File: src/hdl/tofrf_pkg.sv
// ----------------------------------------------------------------------------
// tofrf_pkg
// Shared types, codes and tables for the ranging-sensor register file.
// ----------------------------------------------------------------------------
package tofrf_pkg;

  localparam int unsigned AddrW = 8;
  localparam int unsigned Depth = 1 << AddrW;

  localparam logic [2:0] OP_START_WRITE = 3'd0;
  localparam logic [2:0] OP_START_READ  = 3'd1;
  localparam logic [2:0] OP_WRITE_BYTE  = 3'd2;
  localparam logic [2:0] OP_READ_BYTE   = 3'd3;
  localparam logic [2:0] OP_STOP        = 3'd4;
  localparam logic [2:0] OP_UNUSED      = 3'd7;

  localparam logic [12:0] MAX_RANGE_MM = 13'd8191;

  localparam logic [7:0] ADDR_RANGE_START  = 8'h00;
  localparam logic [7:0] ADDR_INT_CLEAR    = 8'h0B;
  localparam logic [7:0] ADDR_INT_STATUS   = 8'h13;
  localparam logic [7:0] ADDR_RANGE_STATUS = 8'h14;
  localparam logic [7:0] ADDR_RANGE_HI     = 8'h1E;
  localparam logic [7:0] ADDR_RANGE_LO     = 8'h1F;
  localparam logic [7:0] ADDR_FIXED_ONE    = 8'h83;
  localparam logic [7:0] ADDR_SPAD_SELECT  = 8'h94;
  localparam logic [5:0] ADDR_SPAD_BASE_HI = 6'b100100;  // 0x90..0x93

  localparam logic [7:0] SPAD_KEY     = 8'h6B;
  localparam logic [7:0] SPAD_MAP_2   = 8'h84;
  localparam logic [7:0] SPAD_FILL    = 8'hFF;
  localparam logic [7:0] STATUS_READY = 8'h04;
  localparam logic [7:0] RANGE_VALID  = 8'h01;
  localparam logic [7:0] FIXED_ONE    = 8'h01;

  typedef struct packed {
    logic [2:0]  opcode;
    logic [7:0]  write_data;
    logic [15:0] range_mm;
  } item_t;

  typedef struct packed {
    logic [7:0] read_data;
    logic       ack;
  } result_t;

  typedef enum logic [1:0] {
    ST_IDLE,
    ST_EXEC,
    ST_FETCH,
    ST_SIDE
  } state_t;

  typedef enum logic [1:0] {
    SIDE_NONE,
    SIDE_CLEAR,
    SIDE_RANGE,
    SIDE_SPAD
  } side_t;

  typedef struct packed {
    logic load_item;
    logic store;
    logic load_ptr;
    logic set_flag;
    logic fetch;
    logic side_wr;
    logic finish_rd;
    logic finish_zero;
  } cmd_t;

  typedef struct packed {
    logic [2:0] opcode;
    logic       expect_ptr;
    logic       side_hit;
    logic       side_last;
  } status_t;

  // Power-on contents of the bank, including the 250 mm startup measurement.
  function automatic logic [7:0] default_byte(input logic [7:0] addr);
    logic [7:0] v;
    case (addr)
      8'h13:   v = 8'h04;
      8'h14:   v = 8'h01;
      8'h1F:   v = 8'hFA;
      8'h50:   v = 8'h07;
      8'h70:   v = 8'h05;
      8'h84:   v = 8'h01;
      8'h91:   v = 8'h3C;
      8'hC0:   v = 8'hEE;
      8'hC1:   v = 8'hAA;
      8'hC2:   v = 8'h10;
      default: v = 8'h00;
    endcase
    return v;
  endfunction

endpackage

File: src/hdl/tof_sensor_i2c_register_file_top.sv
// ----------------------------------------------------------------------------
// tof_sensor_i2c_register_file_top
// Ranging-sensor register map behind a byte-level serial slave: 256-byte
// bank, auto-incrementing pointer, write side effects.
//
//   channel   ports                    handshake
//   item      start, busy, item        taken when start && !busy
//   result    done, result             one-cycle strobe, no back-pressure
//
// A beat goes through ST_EXEC alone for control opcodes, pointer loads and
// plain data bytes, ST_EXEC then ST_FETCH for a read byte (registered bank
// read), and ST_EXEC then ST_SIDE for a data byte with side effects, fed by
// the single bank write port (one side byte per cycle). The result appears
// the cycle after the last step; busy is already low. Reset (synchronous)
// clears control state and the bank's valid bits; no clearing pass is needed.
// ----------------------------------------------------------------------------
module tof_sensor_i2c_register_file_top (
  input  logic                clk,
  input  logic                rst,
  input  logic                start,
  output logic                busy,
  input  tofrf_pkg::item_t    item,
  output logic                done,
  output tofrf_pkg::result_t  result
);

  tofrf_pkg::cmd_t    cmd;
  tofrf_pkg::status_t status;

  tofrf_ctrl u_ctrl (
    .clk    (clk),
    .rst    (rst),
    .start  (start),
    .busy   (busy),
    .cmd    (cmd),
    .status (status)
  );

  tofrf_dp u_dp (
    .clk    (clk),
    .rst    (rst),
    .item   (item),
    .cmd    (cmd),
    .status (status),
    .done   (done),
    .result (result)
  );

  a_done_idle: assert property (@(posedge clk) disable iff (rst)
    done |-> !busy)
    else $error("result strobe while still busy");

  a_accept_busy: assert property (@(posedge clk) disable iff (rst)
    (start && !busy) |=> busy)
    else $error("accepted beat did not start work");

  a_done_single: assert property (@(posedge clk) disable iff (rst)
    done |=> !done)
    else $error("result strobe repeated");

endmodule

File: src/hdl/tofrf_ctrl.sv
// ----------------------------------------------------------------------------
// tofrf_ctrl
// Sequencer: decodes each beat and steps the datapath through store,
// side-effect writes and fetch.
// ----------------------------------------------------------------------------
module tofrf_ctrl (
  input  logic               clk,
  input  logic               rst,
  input  logic               start,
  output logic               busy,
  output tofrf_pkg::cmd_t    cmd,
  input  tofrf_pkg::status_t status
);

  tofrf_pkg::state_t state, state_next;

  always_ff @(posedge clk) begin
    if (rst) begin
      state <= tofrf_pkg::ST_IDLE;
    end else begin
      state <= state_next;
    end
  end

  always_comb begin
    state_next = state;
    cmd        = '0;
    case (state)
      tofrf_pkg::ST_IDLE: begin
        if (start) begin
          cmd.load_item = 1'b1;
          state_next    = tofrf_pkg::ST_EXEC;
        end
      end
      tofrf_pkg::ST_EXEC: begin
        case (status.opcode)
          tofrf_pkg::OP_WRITE_BYTE: begin
            if (status.expect_ptr) begin
              cmd.load_ptr    = 1'b1;
              cmd.finish_zero = 1'b1;
              state_next      = tofrf_pkg::ST_IDLE;
            end else begin
              cmd.store = 1'b1;
              if (status.side_hit) begin
                state_next = tofrf_pkg::ST_SIDE;
              end else begin
                cmd.finish_zero = 1'b1;
                state_next      = tofrf_pkg::ST_IDLE;
              end
            end
          end
          tofrf_pkg::OP_READ_BYTE: begin
            cmd.fetch  = 1'b1;
            state_next = tofrf_pkg::ST_FETCH;
          end
          tofrf_pkg::OP_START_WRITE, tofrf_pkg::OP_STOP: begin
            cmd.set_flag    = 1'b1;
            cmd.finish_zero = 1'b1;
            state_next      = tofrf_pkg::ST_IDLE;
          end
          default: begin
            cmd.finish_zero = 1'b1;
            state_next      = tofrf_pkg::ST_IDLE;
          end
        endcase
      end
      tofrf_pkg::ST_FETCH: begin
        cmd.finish_rd = 1'b1;
        state_next    = tofrf_pkg::ST_IDLE;
      end
      tofrf_pkg::ST_SIDE: begin
        cmd.side_wr = 1'b1;
        if (status.side_last) begin
          cmd.finish_zero = 1'b1;
          state_next      = tofrf_pkg::ST_IDLE;
        end
      end
      default: begin
        state_next = tofrf_pkg::ST_IDLE;
      end
    endcase
  end

  assign busy = (state != tofrf_pkg::ST_IDLE);

endmodule

File: src/hdl/tofrf_dp.sv
// ----------------------------------------------------------------------------
// tofrf_dp
// Datapath: register bank with per-entry valid bits, pointer, pointer-byte
// flag, side-effect write generator and result register.
// ----------------------------------------------------------------------------
module tofrf_dp (
  input  logic                clk,
  input  logic                rst,
  input  tofrf_pkg::item_t    item,
  input  tofrf_pkg::cmd_t     cmd,
  output tofrf_pkg::status_t  status,
  output logic                done,
  output tofrf_pkg::result_t  result
);

  logic [7:0]                 register_bank [tofrf_pkg::Depth];
  logic [tofrf_pkg::Depth-1:0] bank_valid;

  tofrf_pkg::item_t item_q;
  logic [7:0]       pointer;
  logic             expect_ptr;
  tofrf_pkg::side_t side_kind;
  tofrf_pkg::side_t side_kind_next;
  logic [1:0]       side_step;
  logic [7:0]       rd_q;
  logic             rd_valid;
  logic [7:0]       rd_addr;

  logic             we;
  logic [7:0]       waddr;
  logic [7:0]       wdata;
  logic [12:0]      range_sat;
  logic [7:0]       rd_sel;

  assign range_sat = (item_q.range_mm > {3'b000, tofrf_pkg::MAX_RANGE_MM})
                     ? tofrf_pkg::MAX_RANGE_MM : item_q.range_mm[12:0];

  always_comb begin
    case (pointer)
      tofrf_pkg::ADDR_INT_CLEAR:   side_kind_next = tofrf_pkg::SIDE_CLEAR;
      tofrf_pkg::ADDR_RANGE_START: side_kind_next = tofrf_pkg::SIDE_RANGE;
      tofrf_pkg::ADDR_SPAD_SELECT: side_kind_next = tofrf_pkg::SIDE_SPAD;
      default:                     side_kind_next = tofrf_pkg::SIDE_NONE;
    endcase
  end

  assign status.opcode     = item_q.opcode;
  assign status.expect_ptr = expect_ptr;
  assign status.side_hit   = (side_kind_next != tofrf_pkg::SIDE_NONE);
  assign status.side_last  = (side_kind == tofrf_pkg::SIDE_CLEAR) ? (side_step == 2'd1)
                                                                  : (side_step == 2'd3);

  // Write port: the data byte itself, then one side-effect byte a cycle.
  always_comb begin
    we    = 1'b0;
    waddr = pointer;
    wdata = item_q.write_data;
    if (cmd.store) begin
      we = 1'b1;
    end else if (cmd.side_wr) begin
      we = 1'b1;
      case (side_kind)
        tofrf_pkg::SIDE_CLEAR: begin
          waddr = side_step[0] ? tofrf_pkg::ADDR_RANGE_STATUS : tofrf_pkg::ADDR_INT_STATUS;
          wdata = 8'h00;
        end
        tofrf_pkg::SIDE_RANGE: begin
          case (side_step)
            2'd0: begin
              waddr = tofrf_pkg::ADDR_RANGE_HI;
              wdata = {3'b000, range_sat[12:8]};
            end
            2'd1: begin
              waddr = tofrf_pkg::ADDR_RANGE_LO;
              wdata = range_sat[7:0];
            end
            2'd2: begin
              waddr = tofrf_pkg::ADDR_INT_STATUS;
              wdata = tofrf_pkg::STATUS_READY;
            end
            default: begin
              waddr = tofrf_pkg::ADDR_RANGE_STATUS;
              wdata = tofrf_pkg::RANGE_VALID;
            end
          endcase
        end
        tofrf_pkg::SIDE_SPAD: begin
          waddr = {tofrf_pkg::ADDR_SPAD_BASE_HI, side_step};
          if (item_q.write_data == tofrf_pkg::SPAD_KEY) begin
            wdata = (side_step == 2'd2) ? tofrf_pkg::SPAD_MAP_2 : 8'h00;
          end else begin
            wdata = tofrf_pkg::SPAD_FILL;
          end
        end
        default: begin
          we = 1'b0;
        end
      endcase
    end
  end

  always_ff @(posedge clk) begin
    if (we) begin
      register_bank[waddr] <= wdata;
    end
    if (cmd.fetch) begin
      rd_q <= register_bank[pointer];
    end
  end

  always_ff @(posedge clk) begin
    if (rst) begin
      bank_valid <= '0;
    end else if (we) begin
      bank_valid[waddr] <= 1'b1;
    end
  end

  always_ff @(posedge clk) begin
    if (rst) begin
      pointer    <= '0;
      expect_ptr <= 1'b0;
      side_kind  <= tofrf_pkg::SIDE_NONE;
      side_step  <= '0;
    end else begin
      if (cmd.set_flag) begin
        expect_ptr <= 1'b1;
      end
      if (cmd.load_ptr) begin
        pointer    <= item_q.write_data;
        expect_ptr <= 1'b0;
      end
      if (cmd.store || cmd.fetch) begin
        pointer <= pointer + 8'd1;
      end
      if (cmd.store) begin
        side_kind <= side_kind_next;
        side_step <= '0;
      end else if (cmd.side_wr) begin
        side_step <= side_step + 2'd1;
      end
    end
  end

  always_ff @(posedge clk) begin
    if (cmd.load_item) begin
      item_q <= item;
    end
    if (cmd.fetch) begin
      rd_valid <= bank_valid[pointer];
      rd_addr  <= pointer;
    end
  end

  always_comb begin
    if (rd_addr == tofrf_pkg::ADDR_RANGE_START) begin
      rd_sel = 8'h00;
    end else if (rd_addr == tofrf_pkg::ADDR_FIXED_ONE) begin
      rd_sel = tofrf_pkg::FIXED_ONE;
    end else if (rd_valid) begin
      rd_sel = rd_q;
    end else begin
      rd_sel = tofrf_pkg::default_byte(rd_addr);
    end
  end

  always_ff @(posedge clk) begin
    if (rst) begin
      done <= 1'b0;
    end else begin
      done <= cmd.finish_rd || cmd.finish_zero;
    end
  end

  always_ff @(posedge clk) begin
    if (cmd.finish_rd) begin
      result.read_data <= rd_sel;
      result.ack       <= 1'b1;
    end else if (cmd.finish_zero) begin
      result.read_data <= 8'h00;
      result.ack       <= 1'b1;
    end
  end

  a_side_after_store: assert property (@(posedge clk) disable iff (rst)
    (cmd.store && status.side_hit) |=> (side_kind != tofrf_pkg::SIDE_NONE))
    else $error("side-effect sequence started with no kind");

  a_one_finish: assert property (@(posedge clk) disable iff (rst)
    !(cmd.finish_rd && cmd.finish_zero))
    else $error("two finish commands in one cycle");

  a_done_ack: assert property (@(posedge clk) disable iff (rst)
    done |-> result.ack)
    else $error("beat delivered without ack");

endmodule

File: config.mk
export PLATFORM = sky130hd
export DESIGN_NAME = tof_sensor_i2c_register_file_top
export DESIGN_NICKNAME = d
export VERILOG_FILES = /design/src/hdl/tofrf_pkg.sv /design/src/hdl/tof_sensor_i2c_register_file_top.sv /design/src/hdl/tofrf_ctrl.sv /design/src/hdl/tofrf_dp.sv
export SDC_FILE = /design/constraint.sdc
export NUM_CORES = 2
export LEC_CHECK = 0
export ABC_AREA = 1
export ABC_CLOCK_PERIOD_IN_PS = 21300
export BUFFER_PORTS_ARGS = -buffer_cell sky130_fd_sc_hd__buf_4
export CORE_UTILIZATION = 30
export CTS_CLUSTER_DIAMETER = 60
export DETAILED_ROUTE_END_ITERATION = 7
export HOLD_SLACK_MARGIN = 0.15
export PLACE_DENSITY_LB_ADDON = 0.1
export SLEW_MARGIN = 25
export SYNTH_ARGS = -nofsm -noshare
export SYNTH_HDL_FRONTEND = slang
export SYNTH_HIERARCHICAL = 1
export SYNTH_SLANG_ARGS = --single-unit
File: constraint.sdc
create_clock -name clk -period 21.3 [get_ports clk]
set_clock_uncertainty 0.15 [all_clocks]
set_input_delay 1.065 -clock clk [delete_from_list [all_inputs] [get_ports clk]]
set_output_delay 1.065 -clock clk [all_outputs]
set_load 0.005 [all_outputs]
* Word-level counts from Yosys, hierarchy flattened
Memory sizes are Yosys's and may differ from the RTL's. A register that Yosys moved wholly into a read port is not among the register bits. Index checks and enable logic that the tools add are counted.
Storage, ports and cells: register bits after elaboration 316, bits in writable memories 2048, input port bits 30, output and inout port bits 11, memories kept 1
Memories:
- u_dp.register_bank | depth 256, bits a word 8, rd ports 1, clocked after memory_dff 1, wr ports 1, RTL line tofrf_dp.sv:16 | logic [7:0] register_bank [tofrf_pkg::Depth];
Operators by class: add/subtract/negate cells 2, order comparisons 4, equality and inequality tests 28, multiplexer cells 52, bitwise logic cells 1, reduce and logical (&&, ||, !) cells 18
Operators by type and width (number):
- bitwise OR 256 bit | 1
- 2-to-1 mux 8 bit | 11
- one-hot mux 8 bit (3 select lines) | 3
- one-hot mux 8 bit (9 select lines) | 1
- == test 8 bit, second input constant | 7
- == test 8 x 5 -> 1 bit, second input constant | 3
- == test 8 x 7 -> 1 bit, second input constant | 3
- 2-to-1 mux 1 bit | 19
- less-than comparator 8 x 9 -> 1 bit, second input constant | 2
- 2-to-1 mux 9 bit | 2
- greater-than comparator 16 x 13 -> 1 bit, second input constant | 1
- logical NOT 8 bit | 2
- 2-to-1 mux 13 bit | 1
- == test 2 bit, second input constant | 6
- one-hot mux 4 bit (3 select lines) | 1
- 2-to-1 mux 2 bit | 5
- adder 8 x 1 -> 8 bit, second input constant | 1
- binary-select mux 1 bit (select 8 bit) | 1
- demux 1 bit (select 8 bit) | 1
- == test 8 x 4 -> 1 bit, second input constant | 1
- >= comparator 8 x 1 -> 1 bit, second input constant | 1
- one-hot mux 2 bit (4 select lines) | 1
- nonzero test 2 bit | 4
- OR reduction 2 bit | 4
- other kinds (16) | 23

* Logic depth before layout (Yosys ltp)
word-level depth 10, gate-level depth with buffers 19

* By module
The synthesis kept the hierarchy.
Modules (own cells, without submodules):
- tofrf_dp | times used 1, cells each 10407, area an instance 101444.8 µm², sequential area each 68465.7 µm²
- tofrf_ctrl | times used 1, cells each 38, area an instance 216.5 µm², sequential area each 40.0 µm²

* Worst setup path after synthesis
No wires, ideal clock.
path kind register to register, from register u_dp.item_q (netlist bit u_dp/status[5]), to memory u_dp.register_bank[0][1] (data pin), setup time 1697 ps, data arrival time 9141 ps, data required time 19453 ps, path slack 10312 ps, stages on the path, launching flop included 12, path buffers 2, clock period less this slack 10988 ps, cell sequence edfxtp_1 buf_4 inv_1 nand2_1 inv_1 nand2_1 nor3_1 nor2_2 nand2_2 buf_6 nor2_1 a32oi_1
RTL lines:
- start, declared | RTL line tofrf_dp.sv:19 | tofrf_pkg::item_t item_q;
- start signal, assigned | RTL line tofrf_dp.sv:147 | item_q <= item;
- end, declared | RTL line tofrf_dp.sv:16

==> summary.txt <==
Run status
  • Status: complete, no violations

Worst setup path
  • Launching point of the worst reg2reg path: u_dp/pointer[0]
  • Crit start category: register
  • Critical path origin: u_dp/pointer[0]
  • Cell count of the worst reg-to-reg path: 16
  • Crit. End Element: register
  • Crit Path Class: register to register
  • Worst Path Arrival: 6860 ps
  • Crit Path Max Fanout: 121
  • Worst EP required: 21750 ps

Power and ir drop
  • Maximum vdd drop: 0.0000559 V
  • Pwr dens: 88.1 nW/um2
  • P_leak: 47.7 nW

Route
  • Initial DRC count: 5129
  • Via Count: 69756
  • Via density: 4.62
  • DR DRC count: 0
  • Antenna violation net count after detailed routing: 0
  • Total Wirelength: 333000 um
  • Detailed Routing Iterations Pass 1: 5
  • DR WL/cell: 22.1 um

Timing
  • Setup_tns: 0 ps
  • Min Clock Period, post-route: 6410 ps
  • Fmax: 0.156 GHz
  • Rel. slew slack: 0.219
  • Setup Viol. Count Final: 0
  • RSZ-0062 raised after global routing: no
  • Least-Margin Pin Slew: 1160 ps
  • Worst Slack Setup Final: 14890 ps
  • Final Hold Vio Count: 0
  • Tcrit/Tclk final: 0.301
  • Pins Over Slew Limit: 0

Placement
  • Routability cong.: 0.815
  • DP HPWL: 187000 um
  • IO buf count: 39
  • Dpl ws: 14880 ps
  • DP Cell Count: 14585

Synthesis
  • Main synth FF type: edfxtp_1
  • Yosys warning total: 6
  • Synth Cell Area: 102000 um2
  • Number of synthesized flops with an enable pin: 2100
  • Cell variety after synth: 46
  • Synth Instances: 10445
  • Leading area contributor after synthesis: edfxtp_1
  • Seq cells post-synth: 2372
  • Async set or reset register ratio after synthesis: 0
  • Most frequent cell after synthesis: nand2_1
  • Most frequent cells after synthesis: nand2_1 (4022), edfxtp_1 (2100), inv_1 (1292), nor2_1 (747), o21ai_0 (548)
  • Syn nets: 10481
  • Syn Area/Cell: 9.73 um2
  • Share of the synthesized area in the top cell type: 0.620
  • Synth top area cells: edfxtp_1 (62%), nand2_1 (15%), dfxtp_1 (5.4%)
  • Register area share after synthesis: 0.674

CTS
  • H-tree levels: 5
  • CTS tree: yes
  • Clock Path Buffers: 4
  • Root buffer cell: clkbuf_16
  • CTS Hold Bufs: 0
  • Clk_lat worst skew: 840 ps
  • Post-CTS setup buffers: 0
  • Worst-path clk slew: 60 ps
  • Total CTS buffers: 282
  • CTS Sinks: 2372
  • Post_cts resized: 0

GRT
  • Vias in the first global route: 68458
  • First-pass GRT wire length: 483000 um
  • Largest net degree at the start of global routing: 158
  • Tot GR Track Use: 0.192
  • Initial antenna violation count: 17
  • Grt ovf: 0

Floorplan
  • Rows: 213
  • Initial Utilization: 0.302
  • Die area: 341000 um2
  • Die height: 584 um
  • DIE WIDTH: 584 um
  • Core area: 337000 um2
  • # IOs: 41

Min path
  • Worst Hold Class: input pin to register
  • Critical hold path startpoint: item[15]
  • Hold Path Cell Cnt: 1

Job
  • Max_cap viols: 0

Finish
  • Layout cell share with drive strength beyond 1: 0.0607
  • Fin cells: 15096
  • Layout area overhead: 13.5%
  • Final #Nets: 10392
-- worst max-delay path, stage by stage (launching register included) --
cell and delay (ps):
dfxtp_4 910, buf_4 680, buf_4 770, buf_12 450, buf_4 870, buf_4 710
nand2_1 120, nand3_1 110, nand2_1 70, nand2_1 60, nand2_1 60, o21ai_0 260
nand2_1 210, nor2_1 140, nor2_1 50, nor2_1 110, nand2_1 60
-- routing by layer --
layer / GRT usage / routed length [um] / up-vias
li1: - / - / 33316
met1: 0.261 / 151000 / 34593
met2: 0.323 / 160000 / 1395
met3: 0.0205 / 13200 / 450
met4: 0.0551 / 9020 / 2
met5: 0 / 12 / -
-- stage by stage --
step                power, mW  utilization  cell area (um2)  hold slack (ps)
floorplan                5.42            -           102000              253
global placement         5.56        0.316           106000              292
detailed placement       5.57        0.316           106000              297
CTS                      10.3        0.342           115000              179
global route             10.5        0.342           115000              197
finish                   10.2        0.342           115000              251
-- cell families (layout without fill, tap and decap cells) --
family          after synthesis  in the layout  share of synthesized area
fa+ha+maj                     6              6                   0.000738
flops                      2372           2372                      0.674
buf+inv                    1843           1973                     0.0733
xor+xnor                      1              1                  0.0000862
compound gates              914            914                     0.0468
other cells                   1              7                  0.0000369
simple gates               5308           5308                      0.205
-- state kept, by name, summed over array words and instances, names as in the netlist --
name                flops
u_ctrl/state            2
u_dp/bank_valid       256
u_dp/done               1
u_dp/expect_ptr         1
u_dp/item_q            24
u_dp/pointer            8
u_dp/rd_addr            8
u_dp/rd_q               8
u_dp/rd_valid           1
u_dp/register_bank   2048
u_dp/result             8
u_dp/side_kind          2
u_dp/side_step          2
u_dp/status             3
-- cell type report --
cell class / count / area [um2]
Tap cell: 4515 / 5650
Timing Repair Buffer: 155 / 1440
Fill cell: 34338 / 222000
Clock buffer: 386 / 7960
Antenna cell: 6 / 15.0
Inverter: 1315 / 4980
Multi-Input combinational cell: 6230 / 25900
Clock inverter: 117 / 910
Sequential cell: 2372 / 68500
-- power breakdown --
part	internal [mW]	total [mW]	switching, mW
logic	0.0729	0.378	0.305
registers	5.08	5.08	0.00563
clock network	2.77	4.70	1.93
total	7.92	10.2	2.24
-- layout by cell type, fill, tap and decap left out, types with 9 or more instances in the layout --
master and n:
a21oi_1 241, buf_12 16, buf_4 134, bufinv_16 13
clkbuf_1 67, clkbuf_16 295, clkbuf_8 24, clkinv_1 54
clkinv_2 38, dfxtp_1 270, edfxtp_1 2100, inv_1 1287
inv_2 18, nand2_1 4022, nand2_2 15, nand3_1 459
nor2_1 743, nor2_4 22, nor3_1 12, nor3_4 9
o211ai_1 26, o21a_1 18, o21ai_0 546, o21ai_1 54
-- worst paths after layout --
check | slack [ps] | to
setup / recovery | 14890 | u_dp/rd_q[6]
hold reg to reg | 300 | u_dp/bank_valid[0]
hold / removal | 250 | u_dp/item_q[15]
setup reg to reg | 14890 | u_dp/rd_q[6]
Note: power is estimated with default switching activity, not from simulation.
